**src/hdl/ecs_pkg.sv**
```systemverilog
package ecs_pkg;

  // Width of the scaled span and of its square root.
  localparam int SPAN_BITS   = 16;
  localparam int ROOT_BITS   = SPAN_BITS / 2;
  localparam int RADIUS_Y_BITS = 8;

  typedef enum logic [8:0] {
    S_IDLE  = 9'b000000001,
    S_RX2   = 9'b000000010,
    S_OFF2  = 9'b000000100,
    S_RY2   = 9'b000001000,
    S_PROD  = 9'b000010000,
    S_DLOAD = 9'b000100000,
    S_DIV   = 9'b001000000,
    S_ROOT  = 9'b010000000,
    S_DONE  = 9'b100000000
  } ecs_state_t;

endpackage

```
**src/hdl/ellipse_column_span.sv**
```systemverilog
// Channel  Direction  Handshake            Payload
// in       input      in_valid / in_stall   center_x, center_y, radius_x, radius_y, column_x
// out      output     out_valid / out_stall plot_x, row_upper, row_lower
//
// A column request passes from acceptance to a loaded result through four multiplier
// passes, a load state, 16 divider steps, eight square root steps with a wait for their
// done flag, and an output load state; a new request is taken only from idle.
// Outside columns return to idle from S_RY2; a zero horizontal radius skips the divider.
// Reset clears the sequencer, out_valid and the root busy and done flags only.
// The result register holds while out_stall is high; a new request may be taken meanwhile.
module ellipse_column_span_core #(
  parameter int COORD_BITS  = 12,
  parameter int RADIUS_BITS = 9
) (
  input  logic                              clk,
  input  logic                              rst,
  input  logic                              in_valid,
  output logic                              in_stall,
  input  logic signed [COORD_BITS-1:0]      center_x,
  input  logic signed [COORD_BITS-1:0]      center_y,
  input  logic        [RADIUS_BITS-1:0]     radius_x,
  input  logic        [ecs_pkg::RADIUS_Y_BITS-1:0] radius_y,
  input  logic signed [COORD_BITS-1:0]      column_x,
  output logic                              out_valid,
  input  logic                              out_stall,
  output logic signed [COORD_BITS-1:0]      plot_x,
  output logic signed [COORD_BITS:0]        row_upper,
  output logic signed [COORD_BITS:0]        row_lower
);
  import ecs_pkg::*;

  localparam int OFF_W = COORD_BITS + 1;
  localparam int IN_W  = 2 * RADIUS_BITS;
  localparam int MA    = (OFF_W > SPAN_BITS) ? OFF_W : SPAN_BITS;
  localparam int MB    = (OFF_W > IN_W) ? OFF_W : IN_W;
  localparam int PW    = MA + MB;
  localparam int DV_W  = SPAN_BITS + IN_W;
  localparam int CNT_W = $clog2(SPAN_BITS);

  ecs_state_t state, state_next;

  logic signed [COORD_BITS-1:0]  cy;
  logic signed [COORD_BITS-1:0]  col;
  logic [RADIUS_BITS-1:0]        rx;
  logic [RADIUS_Y_BITS-1:0]      ry;
  logic [OFF_W-1:0]              mag;
  logic [IN_W-1:0]               rx2;
  logic [IN_W-1:0]               slack;
  logic [PW-1:0]                 prod;
  logic [IN_W-1:0]               rem;
  logic [SPAN_BITS-1:0]          dq;
  logic [CNT_W-1:0]              cnt;

  logic signed [OFF_W-1:0]       offset;
  logic [MA-1:0]                 op_a;
  logic [MB-1:0]                 op_b;
  logic [IN_W:0]                 trial;
  logic                          fits;
  logic [IN_W-1:0]               rem_next;
  logic [SPAN_BITS-1:0]          dq_next;
  logic                          last_div;
  logic [ROOT_BITS-1:0]          root;
  logic                          root_start;
  logic                          root_done;

  assign in_stall = (state != S_IDLE);
  assign offset   = OFF_W'(column_x) - OFF_W'(center_x);
  assign last_div = (cnt == CNT_W'(SPAN_BITS - 1));

  // Operand select for the one shared multiplier.
  always_comb begin
    op_a = '0;
    op_b = '0;
    case (state)
      S_RX2: begin
        op_a = MA'(rx);
        op_b = MB'(rx);
      end
      S_OFF2: begin
        op_a = MA'(mag);
        op_b = MB'(mag);
      end
      S_RY2: begin
        op_a = MA'(ry);
        op_b = MB'(ry);
      end
      S_PROD: begin
        op_a = MA'(prod[SPAN_BITS-1:0]);
        op_b = MB'(slack);
      end
      default: begin
        op_a = '0;
        op_b = '0;
      end
    endcase
  end

  // Restoring division step; the quotient never exceeds SPAN_BITS bits because
  // slack is at most rx2.
  always_comb begin
    trial    = {rem, dq[SPAN_BITS-1]};
    fits     = (trial >= {1'b0, rx2});
    rem_next = fits ? IN_W'(trial - {1'b0, rx2}) : trial[IN_W-1:0];
    dq_next  = dq;
    if (state == S_DLOAD) begin
      dq_next = (rx2 == '0) ? '0 : prod[SPAN_BITS-1:0];
    end else if (state == S_DIV) begin
      dq_next = {dq[SPAN_BITS-2:0], fits};
    end
  end

  assign root_start = ((state == S_DLOAD) && (rx2 == '0)) || ((state == S_DIV) && last_div);

  always_comb begin
    state_next = state;
    unique case (state)
      S_IDLE:  if (in_valid) state_next = S_RX2;
      S_RX2:   state_next = S_OFF2;
      S_OFF2:  state_next = S_RY2;
      S_RY2:   state_next = (prod > PW'(rx2)) ? S_IDLE : S_PROD;
      S_PROD:  state_next = S_DLOAD;
      S_DLOAD: state_next = (rx2 == '0) ? S_ROOT : S_DIV;
      S_DIV:   if (last_div) state_next = S_ROOT;
      S_ROOT:  if (root_done) state_next = S_DONE;
      S_DONE:  if (!out_valid || !out_stall) state_next = S_IDLE;
      default: state_next = S_IDLE;
    endcase
  end

  always_ff @(posedge clk) begin
    if (rst) begin
      state     <= S_IDLE;
      out_valid <= 1'b0;
    end else begin
      state <= state_next;
      if (state == S_DONE) begin
        out_valid <= 1'b1;
      end else if (out_valid && !out_stall) begin
        out_valid <= 1'b0;
      end
    end
  end

  always_ff @(posedge clk) begin
    if (state == S_IDLE && in_valid) begin
      cy  <= center_y;
      col <= column_x;
      rx  <= radius_x;
      ry  <= radius_y;
      mag <= offset[OFF_W-1] ? OFF_W'(-offset) : OFF_W'(offset);
    end
    if (state == S_RX2 || state == S_OFF2 || state == S_RY2 || state == S_PROD) begin
      prod <= PW'(op_a) * PW'(op_b);
    end
    if (state == S_OFF2) begin
      rx2 <= prod[IN_W-1:0];
    end
    if (state == S_RY2) begin
      slack <= rx2 - prod[IN_W-1:0];
    end
    if (state == S_DLOAD) begin
      rem <= prod[DV_W-1:SPAN_BITS];
      cnt <= '0;
    end else if (state == S_DIV) begin
      rem <= rem_next;
      cnt <= cnt + CNT_W'(1);
    end
    dq <= dq_next;
    // The root unit holds its result until the next request starts it again.
    if (state == S_DONE && (!out_valid || !out_stall)) begin
      plot_x    <= col;
      row_upper <= {cy[COORD_BITS-1], cy} - (COORD_BITS+1)'(root);
      row_lower <= {cy[COORD_BITS-1], cy} + (COORD_BITS+1)'(root);
    end
  end

  ecs_root u_root (
    .clk   (clk),
    .rst   (rst),
    .start (root_start),
    .span  (dq_next),
    .done  (root_done),
    .root  (root)
  );

endmodule

```
**src/hdl/ecs_root.sv**
```systemverilog
module ecs_root (
  input  logic                         clk,
  input  logic                         rst,
  input  logic                         start,
  input  logic [ecs_pkg::SPAN_BITS-1:0] span,
  output logic                         done,
  output logic [ecs_pkg::ROOT_BITS-1:0] root
);
  import ecs_pkg::*;

  localparam int ITER  = SPAN_BITS / 2;
  localparam int CNT_W = $clog2(ITER);

  logic                 busy;
  logic [CNT_W-1:0]     cnt;
  logic [SPAN_BITS-1:0] n;
  logic [SPAN_BITS-1:0] rt;
  logic [SPAN_BITS-1:0] bt;

  logic [SPAN_BITS:0]   sum;
  logic                 take;
  logic [SPAN_BITS-1:0] n_next;
  logic [SPAN_BITS-1:0] rt_next;

  // One digit of the bitwise square root per cycle while busy.
  always_comb begin
    sum     = {1'b0, rt} + {1'b0, bt};
    take    = ({1'b0, n} >= sum);
    n_next  = take ? (n - sum[SPAN_BITS-1:0]) : n;
    rt_next = take ? ((rt >> 1) + bt) : (rt >> 1);
  end

  always_ff @(posedge clk) begin
    if (rst) begin
      busy <= 1'b0;
      done <= 1'b0;
    end else begin
      done <= 1'b0;
      if (start) begin
        busy <= 1'b1;
      end else if (busy && cnt == CNT_W'(ITER - 1)) begin
        busy <= 1'b0;
        done <= 1'b1;
      end
    end
  end

  always_ff @(posedge clk) begin
    if (start) begin
      n   <= span;
      rt  <= '0;
      bt  <= SPAN_BITS'(1) << (SPAN_BITS - 2);
      cnt <= '0;
    end else if (busy) begin
      n   <= n_next;
      rt  <= rt_next;
      bt  <= bt >> 2;
      cnt <= cnt + CNT_W'(1);
    end
  end

  assign root = rt[ROOT_BITS-1:0];

endmodule

```
**config.mk**
```make
export PLATFORM = sky130hd
export DESIGN_NAME = ellipse_column_span_core
export DESIGN_NICKNAME = d
export VERILOG_FILES = /design/src/hdl/ecs_pkg.sv /design/src/hdl/ellipse_column_span.sv /design/src/hdl/ecs_root.sv
export SDC_FILE = /design/constraint.sdc
export NUM_CORES = 1
export LEC_CHECK = 0
export BUFFER_PORTS_ARGS = -buffer_cell sky130_fd_sc_hd__buf_2
export CAP_MARGIN = 30
export CORE_MARGIN = 2
export CORE_UTILIZATION = 45
export DETAILED_ROUTE_END_ITERATION = 10
export PLACE_DENSITY = 0.62
export RECOVER_POWER = 100
export REMOVE_ABC_BUFFERS = 1
export SLEW_MARGIN = 20
export SYNTH_ARGS = -nofsm -noshare
export SYNTH_HDL_FRONTEND = slang
export SYNTH_SLANG_ARGS = --single-unit
export TNS_END_PERCENT = 1
```
**constraint.sdc**
```tcl
create_clock -name clk -period 13.6 [get_ports clk]
set_clock_uncertainty 0.1 [all_clocks]
set_input_delay 0 -clock clk [delete_from_list [all_inputs] [get_ports clk]]
set_output_delay 0 -clock clk [all_outputs]
set_load 0.05 [all_outputs]
```
==> flow_metrics.tcl, run 1 <==
set metrics [dict create \
    synthTopCellsByArea "edfxtp_1 (25%), fa_1 (19%), ha_1 (12%)" \
    drt_iter0_drc 1194 \
    cts_sinks 254 \
    dp_slack_ns 4.72 \
    hold_viol 0 \
    tightest_slew_ns 2.87 \
    worstHoldPathCells 2 \
    cp_max_fo 43 \
    cap_violations 7 \
    cp_slowest_cell "clkbuf_1" \
    fin_nets 3129 \
    synth_top_area_share_pct 24.6 \
    regToRegSetupSlack_ns 2.87 \
    pwr-share-seq_pct 44.2 \
    min_path_type "in -> reg" \
    wl_met1_mm 28.4 \
    die_x_microns 234 \
    rows 84 \
    fin_util_pct 50.3 \
    finalWorstSetupSlack_ns 2.87 \
    synth_cell_types 88 \
    synth_warnings 0 \
    clockBufferDepth 3 \
    wire_per_inst_microns 19.5 \
    avgSynthCellArea_sq_um 9.59 \
    grt_antenna_before_repair 0 \
    cp.required_ns 13.81 \
    ys.flop_type "edfxtp_1" \
    ant_nets 0 \
    h-tree-depth 1 \
    fin_crit_ns 10.73 \
    via_per_inst 5.45 \
    die_area_sq_um 54700 \
    die_y_microns 234 \
    synthesis.instances 2480 \
    clock_latency_ns 0.60 \
    initial_utilization_pct 45.4 \
    violations "capacitance limit, slew limit" \
    ys_top_cells_by_count "inv_1 (372), nand2_1 (302), nor2_1 (256)" \
    top_level_ports 97 \
    cts_resized 0 \
    intPower_mw 1.55 \
    grt_pass1_wl_mm 104 \
    numCtsBuffers 30 \
    report.final.setup_viol 0 \
    cp-start-kind "flop" \
    dr.max_layer_used "met4" \
    min_to "cy[3]$_DFFE_PP_" \
    whs_ns 0.0215 \
    gp_congestion 1.04 \
    tritoncts "done" \
    rsz0062_at_grt "false" \
    drive_gt1_share_pct 6.05 \
    grt_use_total_pct 24.4 \
    root_buffer "clkbuf_16" \
    vias 18158 \
    hold_path.startpoint "center_y[3]" \
    synth.ff_latch_count 254 \
    wl_mm 65.0 \
    synth_most_common_cell "inv_1" \
    clkPwrFrac_pct 38.6 \
    dp_cells 3222 \
    critPathArrivalTime_ns 10.94 \
    max-vdd-ir-drop_v 0.0000916 \
    async_flop_share_pct 0 \
    slew-limit-headroom_pct -91.7 \
    syn_to_final_growth_pct 10.9 \
    first_pass_iters 7 \
    insertedDiodeCount 0 \
    crit_path_frequent_cell "fa_1" \
    core_sq_um 52400 \
    final_cells 3331 \
    power_density_nw_per_um2 82.3 \
    reg2reg_from "state[1]$_SDFFE_PP0P_" \
    yosysTopAreaCell "edfxtp_1" \
    p_switching_mw 0.627 \
    critPathKind "reg -> reg" \
    tns_ns 0 \
    postCtsSetupRepairBufs 0 \
    ff2ff_path_depth 29 \
    cpPeakStageDelay_ns 1.64 \
    portBuffers 96 \
    grt_max_degree 62 \
    p_leak_nw 11.7 \
    wl_met2_mm 31.7 \
    grt-ovfl-total 0 \
    clk_pin_slew_worst_paths_ns 0.06 \
    swShare_pct 28.9 \
    period_share_pct 78.9 \
    wl_met3_mm 3.22 \
    cp-end-kind "flop" \
    combPwrFrac_pct 17.2 \
    status "finished with violations" \
    drv_slew 277 \
    ys_seq_area_share_pct 29.6 \
    syn_area_sq_um 23800 \
    dpl.hpwl_mm 50.2 \
    fmax_mhz 93.2 \
    synth_edf_count 195 \
    r2r-end "prod[32]$_DFFE_PP_" \
    grt_pass1_vias 18861 \
    drc 0 \
]
[stage by stage]
stage	instance area [sq um]	power, mW
after CTS	26500	2.19
after detailed placement	25000	1.33
final	26400	2.17
after global placement	25000	1.32
after floorplan	23400	1.21
after global routing	26400	2.26
[critical path: cells and delay by family, from the launching register on]
family	cells	cell delay [ns]
xor gates and xnor gates	1	0.15
buffers and inverters	5	2.26
and+or+nand+nor	7	2.04
DFF	1	0.35
adders and majority gates	7	3.44
AOI/OAI and AO/OA	9	2.08
[worst max path at each step]
stage / start / endpoint / slack [ns] / cells after the start
floorplan: state[6]$_SDFFE_PP0P_ / prod[32]$_DFFE_PP_ / 4.32 / 26
global placement: state[6]$_SDFFE_PP0P_ / prod[27]$_DFFE_PP_ / 4.94 / 29
detailed placement: state[6]$_SDFFE_PP0P_ / prod[32]$_DFFE_PP_ / 4.72 / 27
CTS: state[6]$_SDFFE_PP0P_ / prod[32]$_DFFE_PP_ / 4.65 / 27
global route: state[1]$_SDFFE_PP0P_ / prod[32]$_DFFE_PP_ / 2.16 / 29
finish: state[1]$_SDFFE_PP0P_ / prod[32]$_DFFE_PP_ / 2.87 / 29
[power by group through the flow]
stage               clock network, mW  registers (mW)  logic [mW]
floorplan                           0           0.951       0.255
global placement                    0           0.970       0.353
detailed placement                  0           0.972       0.363
CTS                             0.853           0.956       0.378
global route                    0.886           0.964       0.414
finish                          0.838           0.960       0.374
[placed cells by master (no fill, tap or decap), types with 10 or more instances in the layout]
master         count
dfxtp_1           59
xor2_1            42
buf_4             21
and3_1            11
nand4_1           16
nor2b_1           16
xnor2_1           86
mux2i_1           22
a31oi_1           15
a21o_1            50
nor2_1           257
dlygate4sd3_1     50
nand2_1          302
a21oi_1          112
o21ai_0           76
nand2b_1          23
fa_1             228
a22oi_1           26
ha_1             225
nor4_1            10
clkbuf_1          70
nor3_1            25
nand3_1           22
o21bai_1          20
a211oi_1          18
inv_1            373
o31ai_1           14
edfxtp_1         195
buf_2             41
clkbuf_16         30
o21a_1            20
[cell families after synthesis]
kind of cell	synth area share, %
multiplexers	1.07
flip-flops	29.6
AND/OR/NAND/NOR	13.6
buffers and inverters	7.47
AO/OA/AOI/OAI	12.6
adder cells (fa/ha/maj)	31.0
XOR/XNOR	4.71
[state kept, by name, indices dropped and copies added, names as in the netlist, 3 cells and up]
name / cells
row_upper: 13
mag: 13
dq: 16
u_root.rt: 16
rx: 9
state: 9
u_root.bt: 8
col: 12
prod: 34
u_root.n: 16
row_lower: 12
rx2: 18
ry: 8
rem: 18
plot_x: 12
cnt: 4
slack: 18
cy: 12
u_root.cnt: 3
[timing repair]
item,CTS,global route
hold buffers,48,2
setup endpoints to repair,0,0
hold endpoints to repair,101,2
[layout make-up]
type	instances	area, sq um
timing repair buffer	175	1100
inverter	374	1400
fill	4899	26100
multi-input combinational	1784	15000
clock buffer	39	805
sequential	254	7040
tap	688	861
clock inverter	17	218
[routing by layer]
layer,up-vias,GRT usage [%]
li1,8544,-
met1,9061,32.2
met2,470,42.5
met3,83,2.71
met4,0,6.90
met5,-,0
Power figures use the tool's default switching activity.
==> run 2: changes to the inputs <==
clock period = 10.9 ns   (was 13.6 ns; I/O delays follow)
==> flow_metrics.tcl, run 2 (synthesized netlist as in run 1, its figures left out) <==
set metrics [dict create \
    drc 0 \
    min_path_type "in -> reg" \
    swShare_pct 28.3 \
    vias 18092 \
    intPower_mw 1.93 \
    cap_violations 5 \
    reg2reg_from "state[1]$_SDFFE_PP0P_" \
    critPathArrivalTime_ns 9.75 \
    status "finished with violations" \
    ant_nets 0 \
    final_cell_mix "inv_1 (373), nand2_1 (302), nor2_1 (257), fa_1 (228), ha_1 (225)" \
    drt_iter0_drc 1148 \
    syn_to_final_growth_pct 10.8 \
    wire_per_inst_microns 19.5 \
    report.final.setup_viol 0 \
    die_area_sq_um 54700 \
    dp_cells 3224 \
    die_x_microns 234 \
    power_mw 2.69 \
    critPathKind "reg -> reg" \
    crit_family "adder cells" \
    insertedDiodeCount 0 \
    tns_ns 0 \
    violations "capacitance limit, slew limit" \
    regToRegSetupSlack_ns 1.38 \
    clockBufferDepth 3 \
    layout_commonest_cell "inv_1" \
    fin_util_pct 50.3 \
    pwr-share-seq_pct 44.4 \
    initial_utilization_pct 45.4 \
    clock_latency_ns 0.58 \
    top_level_ports 97 \
    die_y_microns 234 \
    numCtsBuffers 29 \
    cp_slowest_cell "clkbuf_1" \
    fin_nets 3128 \
    crit_buf_inv 4 \
    grt_pass1_wl_mm 104 \
    max-vdd-ir-drop_v 0.000124 \
    placed_area_sq_um 25000 \
    core_sq_um 52400 \
    clk_pin_slew_worst_paths_ns 0.07 \
    tightest_slew_ns 2.86 \
    grt_pass1_vias 19027 \
    hold_path.startpoint "center_y[3]" \
    fin_crit_ns 9.52 \
    grt_use_total_pct 24.6 \
    regMostFlops "prod" \
    grt_antenna_before_repair 0 \
    rows 84 \
    root_buffer "clkbuf_16" \
    h-tree-depth 1 \
    r2r-end "prod[32]$_DFFE_PP_" \
    cp_max_fo 23 \
    grt_max_degree 61 \
    dp_slack_ns 2.13 \
    cpPeakStageDelay_ns 1.00 \
    hold_viol 0 \
    via_per_inst 5.43 \
    ff2ff_path_depth 28 \
    drv_slew 202 \
    portBuffers 96 \
    dpl.hpwl_mm 50.7 \
    p_switching_mw 0.762 \
    tritoncts "done" \
    drive_gt1_share_pct 6.10 \
    fmax_mhz 105 \
    fillers 4873 \
    seq_area_sq_um 7040 \
    cts_sinks 254 \
    cts_resized 0 \
    crit_path_frequent_cell "fa_1" \
    worstHoldPathCells 2 \
    multiInputGateArea_sq_um 14900 \
    first_pass_iters 5 \
    power_density_nw_per_um2 102 \
    slew-limit-headroom_pct -90.6 \
    whs_ns 0.0376 \
    period_share_pct 87.4 \
    cp-end-kind "flop" \
    design_area_sq_um 26400 \
    gp_congestion 1.06 \
    largest_reg_flops 34 \
    grt-ovfl-total 0 \
    p_leak_nw 11.7 \
    wl_mm 64.9 \
    final_cells 3329 \
    finalWorstSetupSlack_ns 1.38 \
    combPwrFrac_pct 17.3 \
    cp.required_ns 11.13 \
    cp-start-kind "flop" \
    rsz0062_at_grt "false" \
    clkPwrFrac_pct 38.3 \
    min_to "cy[3]$_DFFE_PP_" \
]
==> run 2: how the worst max path moves through the flow <==
| stage | from | to | cells past startpoint |
|---|---|---|---|
| after global placement | state[6]$_SDFFE_PP0P_ | prod[27]$_DFFE_PP_ | 29 |
| final | state[1]$_SDFFE_PP0P_ | prod[32]$_DFFE_PP_ | 28 |
| after floorplan | state[6]$_SDFFE_PP0P_ | prod[32]$_DFFE_PP_ | 26 |
| after detailed placement | state[1]$_SDFFE_PP0P_ | prod[32]$_DFFE_PP_ | 27 |
| after CTS | state[6]$_SDFFE_PP0P_ | prod[27]$_DFFE_PP_ | 29 |
| after global routing | state[1]$_SDFFE_PP0P_ | prod[32]$_DFFE_PP_ | 28 |
==> run 2: worst register-to-register path: cells and delay by family (launching register included) <==
family / cells / cell delay (ns)
simple gates: 8 / 2.27
flops: 1 / 0.34
xor+xnor: 1 / 0.15
fa+ha+maj: 7 / 3.39
compound gates: 8 / 1.85
buf+inv: 4 / 1.16
==> run 2: routing by layer <==
| metal | up-vias | track usage, % | part of all wire, % | wire length [microns] |
|---|---|---|---|---|
| met4 | 0 | 10.4 | 4.5 | 2890 |
| met5 | - | 0 | 0 | 0 |
| met2 | 518 | 41.3 | 47 | 30800 |
| met1 | 8914 | 32.2 | 43 | 28000 |
| met3 | 132 | 3.02 | 4.9 | 3200 |
| li1 | 8528 | - | - | - |
==> run 2: final cells by class <==
cell class	instances	area share, %
multi-input cells	1784	56.7
clock inverters	9	0.427
flip-flops and latches	254	26.7
inverters	374	5.33
well taps	688	3.27
clock buffers	45	3.45
repair buffers	175	4.17
==> run 2: what timing repair did <==
item                                   CTS  global route
hold buffers                            47             0
endpoints found under the hold margin   96             0
setup buffers                            0             0
==> run 2: power by group through the flow <==
| stage | Combinational [mW] | Clock [mW] | Sequential (mW) |
|---|---|---|---|
| 6_report | 0.466 | 1.03 | 1.19 |
| 5_1_grt | 0.514 | 1.09 | 1.20 |
| 4_1_cts | 0.471 | 1.05 | 1.19 |
| 3_5_place_dp | 0.453 | 0 | 1.21 |
| 3_3_place_gp | 0.443 | 0 | 1.21 |
| 2_1_floorplan | 0.319 | 0 | 1.19 |
